--- src/hdl/ledfb_pkg.sv ---
package ledfb_pkg;

    localparam int NUM_LEDS = 64;
    localparam int ADDR_W   = (NUM_LEDS > 2) ? $clog2(NUM_LEDS) : 1;
    localparam int SUM_W    = ADDR_W + 1;
    localparam int MEM_AW   = ADDR_W + 1;
    localparam int MEM_DEPTH = 2 * NUM_LEDS;

    localparam int ACTION_W  = 4;
    localparam int INDEX_W   = 6;
    localparam int CHAN_W    = 8;
    localparam int PIXEL_W   = 3 * CHAN_W;
    localparam int PCT_W     = 7;
    localparam int AMOUNT_W  = 8;
    localparam int IDX_WIDE_W = INDEX_W + ADDR_W;
    localparam int AMT_WIDE_W = AMOUNT_W + SUM_W;

    localparam int S_TDATA_W = 56;
    localparam int M_TDATA_W = 32;

    localparam logic [PCT_W-1:0] PCT_FULL = PCT_W'(100);
    localparam logic [CHAN_W-1:0] CHAN_MAX = {CHAN_W{1'b1}};

    localparam int PROD_W      = CHAN_W + PCT_W;
    localparam int RECIP_W     = 16;
    localparam int SCALE_SHIFT = 22;
    localparam logic [RECIP_W-1:0] SCALE_RECIP = RECIP_W'(((1 << SCALE_SHIFT) / 100) + 1);
    localparam int QPROD_W     = PROD_W + RECIP_W;

    localparam logic [ADDR_W-1:0] LAST_ADDR = ADDR_W'(NUM_LEDS - 1);
    localparam logic [SUM_W-1:0]  N_SUM     = SUM_W'(NUM_LEDS);

    typedef enum logic [ACTION_W-1:0] {
        ACT_WRITE      = 4'd0,
        ACT_READ       = 4'd1,
        ACT_ADD        = 4'd2,
        ACT_SCALE_ONE  = 4'd3,
        ACT_SCALE_ALL  = 4'd4,
        ACT_INVERT_ONE = 4'd5,
        ACT_INVERT_ALL = 4'd6,
        ACT_SHIFT_UP   = 4'd7,
        ACT_SHIFT_DOWN = 4'd8,
        ACT_ROT_DOWN   = 4'd9,
        ACT_ROT_UP     = 4'd10
    } action_t;

    typedef enum logic [2:0] {
        ST_IDLE,
        ST_DECODE,
        ST_ISSUE,
        ST_DRAIN,
        ST_READ,
        ST_LOAD
    } state_t;

endpackage

--- src/hdl/rgb_led_frame_buffer_engine_core.sv ---
// Channel   Dir  Handshake            tdata fields (low bit up)
// s_        in   s_tvalid / s_tready  action, led_index, red_in, green_in, blue_in,
//                                     percent, shift_amount (49 bits in 56)
// m_        out  m_tvalid / m_tready  red_out, green_out, blue_out, ignored (25 in 32)
//
// Whole-strip commands run one pixel a cycle through the single
// memory read port and the shared pixel unit, into the other bank of a two-bank store.
// Per-pixel commands issue and drain before the read; read and other commands skip both.
// Reset clears the entry valid bits at once, so the store reads black with no sweep.
// A waiting result holds in the output register; the next item is still accepted and
// its result waits until the output register frees.
module rgb_led_frame_buffer_engine_core (
    input  logic                            aclk,
    input  logic                            aresetn,
    input  logic                            s_tvalid,
    output logic                            s_tready,
    // action, led_index, red_in, green_in, blue_in, percent, shift_amount
    input  logic [ledfb_pkg::S_TDATA_W-1:0] s_tdata,
    output logic                            m_tvalid,
    input  logic                            m_tready,
    // red_out, green_out, blue_out, ignored
    output logic [ledfb_pkg::M_TDATA_W-1:0] m_tdata
);

    ledfb_pkg::state_t state_reg, state_next;

    logic [ledfb_pkg::ACTION_W-1:0] cmd_action_reg;
    logic [ledfb_pkg::INDEX_W-1:0]  cmd_index_reg;
    logic [ledfb_pkg::CHAN_W-1:0]   cmd_red_reg, cmd_green_reg, cmd_blue_reg;
    logic [ledfb_pkg::PCT_W-1:0]    cmd_pct_reg;
    logic [ledfb_pkg::AMOUNT_W-1:0] cmd_amount_reg;

    logic [ledfb_pkg::ADDR_W-1:0] cnt_reg, cnt_next;
    logic                         bank_reg, bank_next;

    logic [ledfb_pkg::PIXEL_W-1:0] mem [ledfb_pkg::MEM_DEPTH];
    logic [ledfb_pkg::MEM_DEPTH-1:0] vld_reg;
    logic [ledfb_pkg::PIXEL_W-1:0] rd_data_reg;
    logic                          rd_vld_reg;

    logic                          rd_en;
    logic [ledfb_pkg::MEM_AW-1:0]  rd_addr;
    logic                          issue_en;
    logic                          load_out;

    logic                          s1_valid_reg, s1_black_reg, s1_wbank_reg;
    logic [ledfb_pkg::ADDR_W-1:0]  s1_waddr_reg;
    logic                          s2_valid_reg, s2_wbank_reg;
    logic [ledfb_pkg::ADDR_W-1:0]  s2_waddr_reg;
    logic [ledfb_pkg::PIXEL_W-1:0] s2_pix_reg;
    logic [ledfb_pkg::PROD_W-1:0]  s2_prod_r_reg, s2_prod_g_reg, s2_prod_b_reg;

    logic                          m_tvalid_reg;
    logic [ledfb_pkg::PIXEL_W-1:0] out_pix_reg;
    logic                          out_ignored_reg;

    logic [ledfb_pkg::IDX_WIDE_W-1:0] idx_wide;
    logic [ledfb_pkg::ADDR_W-1:0]     idx_addr;
    logic                             idx_valid;
    logic [ledfb_pkg::AMT_WIDE_W-1:0] amt_wide;
    logic [ledfb_pkg::SUM_W-1:0]      k_sum, i_sum;
    logic [ledfb_pkg::SUM_W-1:0]      diff_up, sum_dn, wrap_dn, sum_ru, wrap_ru;
    logic                             is_move, ignored, whole_op, pixel_op, scale_op;
    logic [ledfb_pkg::PCT_W-1:0]      pct_clamped;

    logic [ledfb_pkg::ADDR_W-1:0]  src_addr, issue_waddr;
    logic                          src_black, issue_wbank;

    logic [ledfb_pkg::PIXEL_W-1:0] s1_pix, s1_result;
    logic [ledfb_pkg::CHAN_W:0]    add_r, add_g, add_b;
    logic [ledfb_pkg::QPROD_W-1:0] q_r, q_g, q_b;
    logic [ledfb_pkg::PIXEL_W-1:0] wr_data;

    assign idx_wide  = {{ledfb_pkg::ADDR_W{1'b0}}, cmd_index_reg};
    assign idx_addr  = idx_wide[ledfb_pkg::ADDR_W-1:0];
    assign idx_valid = idx_wide < ledfb_pkg::IDX_WIDE_W'(ledfb_pkg::NUM_LEDS);
    assign amt_wide  = {{ledfb_pkg::SUM_W{1'b0}}, cmd_amount_reg};
    assign k_sum     = amt_wide[ledfb_pkg::SUM_W-1:0];
    assign i_sum     = {1'b0, cnt_reg};

    assign pct_clamped = (cmd_pct_reg > ledfb_pkg::PCT_FULL) ? ledfb_pkg::PCT_FULL
                                                             : cmd_pct_reg;

    always_comb begin
        is_move  = 1'b0;
        whole_op = 1'b0;
        pixel_op = 1'b0;
        scale_op = 1'b0;
        unique case (cmd_action_reg) inside
            ledfb_pkg::ACT_WRITE, ledfb_pkg::ACT_ADD, ledfb_pkg::ACT_INVERT_ONE: begin
                pixel_op = idx_valid;
            end
            ledfb_pkg::ACT_SCALE_ONE: begin
                pixel_op = idx_valid;
                scale_op = 1'b1;
            end
            ledfb_pkg::ACT_SCALE_ALL: begin
                whole_op = 1'b1;
                scale_op = 1'b1;
            end
            ledfb_pkg::ACT_INVERT_ALL: begin
                whole_op = 1'b1;
            end
            ledfb_pkg::ACT_SHIFT_UP, ledfb_pkg::ACT_SHIFT_DOWN,
            ledfb_pkg::ACT_ROT_DOWN, ledfb_pkg::ACT_ROT_UP: begin
                is_move = 1'b1;
            end
            default: begin
            end
        endcase
        ignored = is_move && ((cmd_amount_reg == '0) ||
                  (amt_wide >= ledfb_pkg::AMT_WIDE_W'(ledfb_pkg::NUM_LEDS)));
        if (is_move && !ignored) begin
            whole_op = 1'b1;
        end
    end

    assign diff_up = i_sum - k_sum;
    assign sum_dn  = i_sum + k_sum;
    assign wrap_dn = sum_dn - ledfb_pkg::N_SUM;
    assign sum_ru  = i_sum + (ledfb_pkg::N_SUM - k_sum);
    assign wrap_ru = sum_ru - ledfb_pkg::N_SUM;

    always_comb begin
        src_addr  = cnt_reg;
        src_black = 1'b0;
        case (cmd_action_reg)
            ledfb_pkg::ACT_SHIFT_UP: begin
                src_addr  = diff_up[ledfb_pkg::ADDR_W-1:0];
                src_black = i_sum < k_sum;
            end
            ledfb_pkg::ACT_SHIFT_DOWN: begin
                src_addr  = sum_dn[ledfb_pkg::ADDR_W-1:0];
                src_black = sum_dn >= ledfb_pkg::N_SUM;
            end
            ledfb_pkg::ACT_ROT_DOWN: begin
                src_addr = (sum_dn >= ledfb_pkg::N_SUM) ? wrap_dn[ledfb_pkg::ADDR_W-1:0]
                                                        : sum_dn[ledfb_pkg::ADDR_W-1:0];
            end
            ledfb_pkg::ACT_ROT_UP: begin
                src_addr = (sum_ru >= ledfb_pkg::N_SUM) ? wrap_ru[ledfb_pkg::ADDR_W-1:0]
                                                        : sum_ru[ledfb_pkg::ADDR_W-1:0];
            end
            default: begin
            end
        endcase
        if (!whole_op) begin
            src_addr  = idx_addr;
            src_black = 1'b0;
        end
    end

    assign issue_waddr = whole_op ? cnt_reg : idx_addr;
    assign issue_wbank = whole_op ? !bank_reg : bank_reg;

    always_comb begin
        state_next = state_reg;
        unique case (state_reg)
            ledfb_pkg::ST_IDLE: begin
                if (s_tvalid) begin
                    state_next = ledfb_pkg::ST_DECODE;
                end
            end
            ledfb_pkg::ST_DECODE: begin
                if (whole_op || pixel_op) begin
                    state_next = ledfb_pkg::ST_ISSUE;
                end else begin
                    state_next = ledfb_pkg::ST_READ;
                end
            end
            ledfb_pkg::ST_ISSUE: begin
                if (!whole_op || (cnt_reg == ledfb_pkg::LAST_ADDR)) begin
                    state_next = ledfb_pkg::ST_DRAIN;
                end
            end
            ledfb_pkg::ST_DRAIN: begin
                if (!s1_valid_reg && !s2_valid_reg) begin
                    state_next = ledfb_pkg::ST_READ;
                end
            end
            ledfb_pkg::ST_READ: begin
                state_next = ledfb_pkg::ST_LOAD;
            end
            ledfb_pkg::ST_LOAD: begin
                if (!m_tvalid_reg || m_tready) begin
                    state_next = ledfb_pkg::ST_IDLE;
                end
            end
            default: begin
                state_next = ledfb_pkg::ST_IDLE;
            end
        endcase
    end

    always_comb begin
        s_tready  = 1'b0;
        issue_en  = 1'b0;
        rd_en     = 1'b0;
        rd_addr   = {bank_reg, idx_addr};
        load_out  = 1'b0;
        cnt_next  = cnt_reg;
        bank_next = bank_reg;
        unique case (state_reg)
            ledfb_pkg::ST_IDLE: begin
                s_tready = 1'b1;
            end
            ledfb_pkg::ST_DECODE: begin
                cnt_next = '0;
            end
            ledfb_pkg::ST_ISSUE: begin
                issue_en = 1'b1;
                rd_en    = 1'b1;
                rd_addr  = {bank_reg, src_addr};
                cnt_next = cnt_reg + ledfb_pkg::ADDR_W'(1);
            end
            ledfb_pkg::ST_DRAIN: begin
                if (!s1_valid_reg && !s2_valid_reg && whole_op) begin
                    bank_next = !bank_reg;
                end
            end
            ledfb_pkg::ST_READ: begin
                rd_en = 1'b1;
            end
            ledfb_pkg::ST_LOAD: begin
                load_out = !m_tvalid_reg || m_tready;
            end
            default: begin
            end
        endcase
    end

    always_ff @(posedge aclk) begin
        if (!aresetn) begin
            state_reg    <= ledfb_pkg::ST_IDLE;
            cnt_reg      <= '0;
            bank_reg     <= 1'b0;
            s1_valid_reg <= 1'b0;
            s2_valid_reg <= 1'b0;
            m_tvalid_reg <= 1'b0;
        end else begin
            state_reg    <= state_next;
            cnt_reg      <= cnt_next;
            bank_reg     <= bank_next;
            s1_valid_reg <= issue_en;
            s2_valid_reg <= s1_valid_reg;
            if (load_out) begin
                m_tvalid_reg <= 1'b1;
            end else if (m_tready) begin
                m_tvalid_reg <= 1'b0;
            end
        end
    end

    always_ff @(posedge aclk) begin
        if (s_tvalid && s_tready) begin
            cmd_action_reg <= s_tdata[3:0];
            cmd_index_reg  <= s_tdata[9:4];
            cmd_red_reg    <= s_tdata[17:10];
            cmd_green_reg  <= s_tdata[25:18];
            cmd_blue_reg   <= s_tdata[33:26];
            cmd_pct_reg    <= s_tdata[40:34];
            cmd_amount_reg <= s_tdata[48:41];
        end
    end

    always_ff @(posedge aclk) begin
        if (s2_valid_reg) begin
            mem[{s2_wbank_reg, s2_waddr_reg}] <= wr_data;
        end
        if (rd_en) begin
            rd_data_reg <= mem[rd_addr];
        end
    end

    always_ff @(posedge aclk) begin
        if (!aresetn) begin
            vld_reg    <= '0;
            rd_vld_reg <= 1'b0;
        end else begin
            if (s2_valid_reg) begin
                vld_reg[{s2_wbank_reg, s2_waddr_reg}] <= 1'b1;
            end
            if (rd_en) begin
                rd_vld_reg <= vld_reg[rd_addr];
            end
        end
    end

    always_ff @(posedge aclk) begin
        if (issue_en) begin
            s1_waddr_reg <= issue_waddr;
            s1_wbank_reg <= issue_wbank;
            s1_black_reg <= src_black;
        end
    end

    assign s1_pix = (s1_black_reg || !rd_vld_reg) ? '0 : rd_data_reg;
    assign add_r  = {1'b0, s1_pix[23:16]} + {1'b0, cmd_red_reg};
    assign add_g  = {1'b0, s1_pix[15:8]}  + {1'b0, cmd_green_reg};
    assign add_b  = {1'b0, s1_pix[7:0]}   + {1'b0, cmd_blue_reg};

    always_comb begin
        s1_result = s1_pix;
        case (cmd_action_reg) inside
            ledfb_pkg::ACT_WRITE: begin
                s1_result = {cmd_red_reg, cmd_green_reg, cmd_blue_reg};
            end
            ledfb_pkg::ACT_ADD: begin
                s1_result = {add_r[8] ? ledfb_pkg::CHAN_MAX : add_r[7:0],
                             add_g[8] ? ledfb_pkg::CHAN_MAX : add_g[7:0],
                             add_b[8] ? ledfb_pkg::CHAN_MAX : add_b[7:0]};
            end
            ledfb_pkg::ACT_INVERT_ONE, ledfb_pkg::ACT_INVERT_ALL: begin
                s1_result = ~s1_pix;
            end
            default: begin
            end
        endcase
    end

    always_ff @(posedge aclk) begin
        if (s1_valid_reg) begin
            s2_waddr_reg  <= s1_waddr_reg;
            s2_wbank_reg  <= s1_wbank_reg;
            s2_pix_reg    <= s1_result;
            s2_prod_r_reg <= {{ledfb_pkg::PCT_W{1'b0}}, s1_pix[23:16]} *
                             {{ledfb_pkg::CHAN_W{1'b0}}, pct_clamped};
            s2_prod_g_reg <= {{ledfb_pkg::PCT_W{1'b0}}, s1_pix[15:8]} *
                             {{ledfb_pkg::CHAN_W{1'b0}}, pct_clamped};
            s2_prod_b_reg <= {{ledfb_pkg::PCT_W{1'b0}}, s1_pix[7:0]} *
                             {{ledfb_pkg::CHAN_W{1'b0}}, pct_clamped};
        end
    end

    assign q_r = {{ledfb_pkg::RECIP_W{1'b0}}, s2_prod_r_reg} *
                 {{ledfb_pkg::PROD_W{1'b0}}, ledfb_pkg::SCALE_RECIP};
    assign q_g = {{ledfb_pkg::RECIP_W{1'b0}}, s2_prod_g_reg} *
                 {{ledfb_pkg::PROD_W{1'b0}}, ledfb_pkg::SCALE_RECIP};
    assign q_b = {{ledfb_pkg::RECIP_W{1'b0}}, s2_prod_b_reg} *
                 {{ledfb_pkg::PROD_W{1'b0}}, ledfb_pkg::SCALE_RECIP};

    assign wr_data = scale_op
        ? {q_r[ledfb_pkg::SCALE_SHIFT+7:ledfb_pkg::SCALE_SHIFT],
           q_g[ledfb_pkg::SCALE_SHIFT+7:ledfb_pkg::SCALE_SHIFT],
           q_b[ledfb_pkg::SCALE_SHIFT+7:ledfb_pkg::SCALE_SHIFT]}
        : s2_pix_reg;

    always_ff @(posedge aclk) begin
        if (load_out) begin
            out_pix_reg     <= (idx_valid && rd_vld_reg) ? rd_data_reg : '0;
            out_ignored_reg <= ignored;
        end
    end

    assign m_tvalid = m_tvalid_reg;
    assign m_tdata  = {7'b0, out_ignored_reg, out_pix_reg[7:0], out_pix_reg[15:8],
                       out_pix_reg[23:16]};

    a_ready_empty: assert property (@(posedge aclk) disable iff (!aresetn)
        s_tready |-> (!s1_valid_reg && !s2_valid_reg))
        else $error("input ready while pixel pipeline busy");

    a_write_window: assert property (@(posedge aclk) disable iff (!aresetn)
        s2_valid_reg |-> (state_reg == ledfb_pkg::ST_ISSUE ||
                          state_reg == ledfb_pkg::ST_DRAIN))
        else $error("store write outside sweep");

    a_bank_flip: assert property (@(posedge aclk) disable iff (!aresetn)
        !$stable(bank_reg) |-> (state_reg == ledfb_pkg::ST_READ &&
                                $past(state_reg) == ledfb_pkg::ST_DRAIN))
        else $error("bank flipped outside end of sweep");

    a_load_done: assert property (@(posedge aclk) disable iff (!aresetn)
        load_out |=> (m_tvalid_reg && state_reg == ledfb_pkg::ST_IDLE))
        else $error("result load did not post item");

endmodule
--- config.mk ---
export PLATFORM = sky130hd
export DESIGN_NAME = rgb_led_frame_buffer_engine_core
export DESIGN_NICKNAME = d
export VERILOG_FILES = /design/src/hdl/ledfb_pkg.sv /design/src/hdl/rgb_led_frame_buffer_engine_core.sv
export SDC_FILE = /design/constraint.sdc
export NUM_CORES = 2
export LEC_CHECK = 0
export ABC_AREA = 1
export BUFFER_PORTS_ARGS = -buffer_cell sky130_fd_sc_hd__buf_4
export CELL_PAD_IN_SITES_DETAIL_PLACEMENT = 1
export CELL_PAD_IN_SITES_GLOBAL_PLACEMENT = 2
export CORE_MARGIN = 2
export CORE_UTILIZATION = 38
export DETAILED_ROUTE_END_ITERATION = 12
export PLACE_DENSITY = 0.68
export SLEW_MARGIN = 30
export SYNTH_ARGS = -nofsm -noshare
export SYNTH_HDL_FRONTEND = slang
export SYNTH_SLANG_ARGS = --single-unit
--- constraint.sdc ---
create_clock -name aclk -period 12.02 [get_ports aclk]
set_input_delay 1.803 -clock aclk [delete_from_list [all_inputs] [get_ports aclk]]
set_output_delay 1.803 -clock aclk [all_outputs]
set_load 0.05 [all_outputs]
==> flow_metrics.env <==
export IMPL_run_status="finished clean"
export IMPL_postLayoutCoreUtil=0.431
export IMPL_path_max_fanout=74
export IMPL_setup_viol=0
export IMPL_hold_ws_ps=433
export IMPL_synth_flop_cell="edfxtp_1"
export IMPL_synth_distinct_cells=53
export IMPL_ctsResizeCount=0
export IMPL_post_drt_wl_per_cell_um=27.8
export IMPL_worst_pin_slew_ps=1020
export IMPL_worstPathCellList="ha_1 -> inv_1 -> fa_1 -> inv_1 -> fa_1 -> fa_1 -> inv_1 -> fa_1 -> inv_1 -> ha_1 -> nand2_1 -> nor4_1 -> nand4_1 -> nand3_1 -> nand2_1 -> o211ai_1 -> or2_2 -> nand3_1 -> nand2_8 -> buf_4"
export IMPL_ys_seq_area_frac=0.663
export IMPL_clock_sinks=3396
export IMPL_drt_first_pass_iters=6
export IMPL_synthTopCellsByArea="edfxtp_1 (64%), nor2_1 (5.2%), o21ai_0 (3.9%), fa_1 (3.9%), ha_1 (3.5%)"
export IMPL_totalPowerFinal_w=0.0310
export IMPL_timing_reg2reg_setup_slack_ps=5220
export IMPL_critPathBufInv=5
export IMPL_clk_latency_ps=970
export IMPL_syn_cell_area_um2=152000
export IMPL_period_minus_slack_ps=6800
export IMPL_synth_seq_cells=3396
export IMPL_cts_hold_buf=0
export IMPL_pin_count=94
export IMPL_largest_reg_flops=3072
export IMPL_portBuffers=79
export IMPL_grt_pass1_vias=109000
export IMPL_cts_buffer_depth=4
export IMPL_antenna_found_initial=38
export IMPL_cp_end_kind="register"
export IMPL_p_leak_nw=60.5
export IMPL_rows=231
export IMPL_antenna_left=0
export IMPL_hold_viol=0
export IMPL_yosys_warnings=0
export IMPL_slew_violations=0
export IMPL_rsz0062_at_grt="no"
export IMPL_grt_remaining_overflow=0
export IMPL_yosysMostFrequentCell="edfxtp_1"
export IMPL_synth_edf_count=3254
export IMPL_core_um2=397000
export IMPL_async_reset_ff_frac=0
export IMPL_vias_per_cell=5.63
export IMPL_routabilityCongestion=0.855
export IMPL_grt_max_degree=215
export IMPL_die_x_um=636
export IMPL_critPathKind="register to register"
export IMPL_vdd_drop_max_mv=0.127
export IMPL_maxCapViolations=0
export IMPL_synth_top_area_frac=0.645
export IMPL_avgSynthCellArea_um2=11.8
export IMPL_design_die_area_um2=404000
export IMPL_tritoncts="built"
export IMPL_slowest_delay_ps=730
export IMPL_max_freq_ghz=0.147
export IMPL_chipHeight_um=636
export IMPL_syn2layout_area_growth_pct=12.7
export IMPL_path_delay_family="adder cells"
export IMPL_post_cts_setup_buffers=0
export IMPL_holdCritPathClass="register to register"
export IMPL_crit_slowest_cell="buf_4"
export IMPL_drive_above_1_share=0.0842
export IMPL_finalWirelength_um=512000
export IMPL_hpwlAfterDp_um=298000
export IMPL_slew_headroom=0.322
export IMPL_clock_root_buffer="clkbuf_16"
export IMPL_path_clk_slew_ps=60
export IMPL_setup_tns_ps=0
export IMPL_initial_utilization=0.382
export IMPL_ys_top_cells_by_count="edfxtp_1 (3254), nor2_1 (2091), nand2_1 (1391), o21ai_0 (1190), nand3_1 (1055)"
export IMPL_crit_arrival_ps=7400
export IMPL_yosys_area_top_type="edfxtp_1"
export IMPL_dr_total_vias=104000
export IMPL_finalCritPeriodShare=0.565
export IMPL_drt_initial_drc_count=9285
export IMPL_track_usage=0.249
export IMPL_synthCells=12900
export IMPL_drc=0
export IMPL_fin_nets=13700
export IMPL_startpoint_type="register"
export IMPL_grt_pass1_wl_um=744000
export IMPL_fin_worst_skew_ps=75.4
export IMPL_cellPowerDensity_nw_per_um2=182
export IMPL_htreeDepth=5
export IMPL_critPathRequiredTime_ps=12630
export IMPL_cts_buffers_inserted=373
## worst paths after layout
| path | startpoint | to | depth (start not counted) |
|---|---|---|---|
| max | s2_prod_g_reg[13] | mem[104][15] | 20 |
| min | s1_waddr_reg[5] | s2_waddr_reg[5] | 0 |
| max reg2reg | s2_prod_g_reg[13] | mem[104][15] | 20 |
| min reg2reg | s1_waddr_reg[5] | s2_waddr_reg[5] | 0 |
## kinds of logic after synthesis
group,after synthesis,synth area share
fa+ha+maj,726,0.0746
flops,3396,0.663
compound gates,2516,0.0903
xor+xnor,78,0.00451
other cells,1,0.0000247
simple gates,4614,0.124
buf+inv,1543,0.0428
## cell type report
cell class,count,area [um^2]
diodes,14,35.0
clock buffers,482,10000
clock inverters,214,2030
fillers,41600,226000
inverters,780,2950
multi-input cells,7941,45300
flip-flops and latches,3396,101000
well taps,5242,6560
repair buffers,375,3400
## metrics by stage
| stage | cell area [um^2] | std cells | setup WS (ps) |
|---|---|---|---|
| after detailed placement | 159000 | 17700 | 4970 |
| after global routing | 171000 | 18400 | 4880 |
| after floorplan | 152000 | 12900 | 1810 |
| after global placement | 158000 | 17700 | 5090 |
| final | 171000 | 18400 | 5220 |
| after CTS | 171000 | 18400 | 4930 |
## routing by layer
metal / track usage / vias up / wire length [um]
li1: - / 45800 / -
met1: 0.347 / 54600 / 226000
met2: 0.402 / 2925 / 237000
met3: 0.0349 / 652 / 32100
met4: 0.0770 / 0 / 16500
met5: 0 / - / 0
## cell usage in the layout (no fill, tap or decap), types with 13 or more instances in the layout
| cell type | Yosys | final |
|---|---|---|
| edfxtp_1 | 3254 | 3254 |
| nor2_1 | 2091 | 1960 |
| nand2_1 | 1391 | 1380 |
| o21ai_0 | 1190 | 1183 |
| nand3_1 | 1055 | 1055 |
| inv_1 | 771 | 766 |
| o22ai_1 | 721 | 721 |
| ha_1 | 430 | 430 |
| clkbuf_16 | 0 | 376 |
| o21ai_1 | 372 | 370 |
| buf_4 | 57 | 323 |
| fa_1 | 296 | 296 |
| a21oi_1 | 144 | 143 |
| dfxtp_1 | 142 | 140 |
| nor2_2 | 1 | 119 |
| clkbuf_1 | 301 | 87 |
| clkinv_1 | 4 | 83 |
| clkinv_2 | 0 | 72 |
| xor2_1 | 59 | 59 |
| a31oi_1 | 40 | 32 |
| buf_12 | 0 | 31 |
| bufinv_16 | 0 | 27 |
| nor3_1 | 25 | 24 |
| xnor2_1 | 19 | 19 |
| clkbuf_8 | 0 | 19 |
| diode_2 | 0 | 14 |
| or2_2 | 14 | 14 |
| nor2_4 | 0 | 13 |
| inv_6 | 0 | 13 |
## power breakdown
| part | total [W] | switching [W] | internal, W | leakage [nW] |
|---|---|---|---|---|
| logic | 0.00616 | 0.00463 | 0.00153 | 24.2 |
| registers | 0.0135 | 0.0000617 | 0.0135 | 30.4 |
| clock network | 0.0113 | 0.00486 | 0.00648 | 5.89 |
No activity file was read; power rests on OpenSTA's default activity.
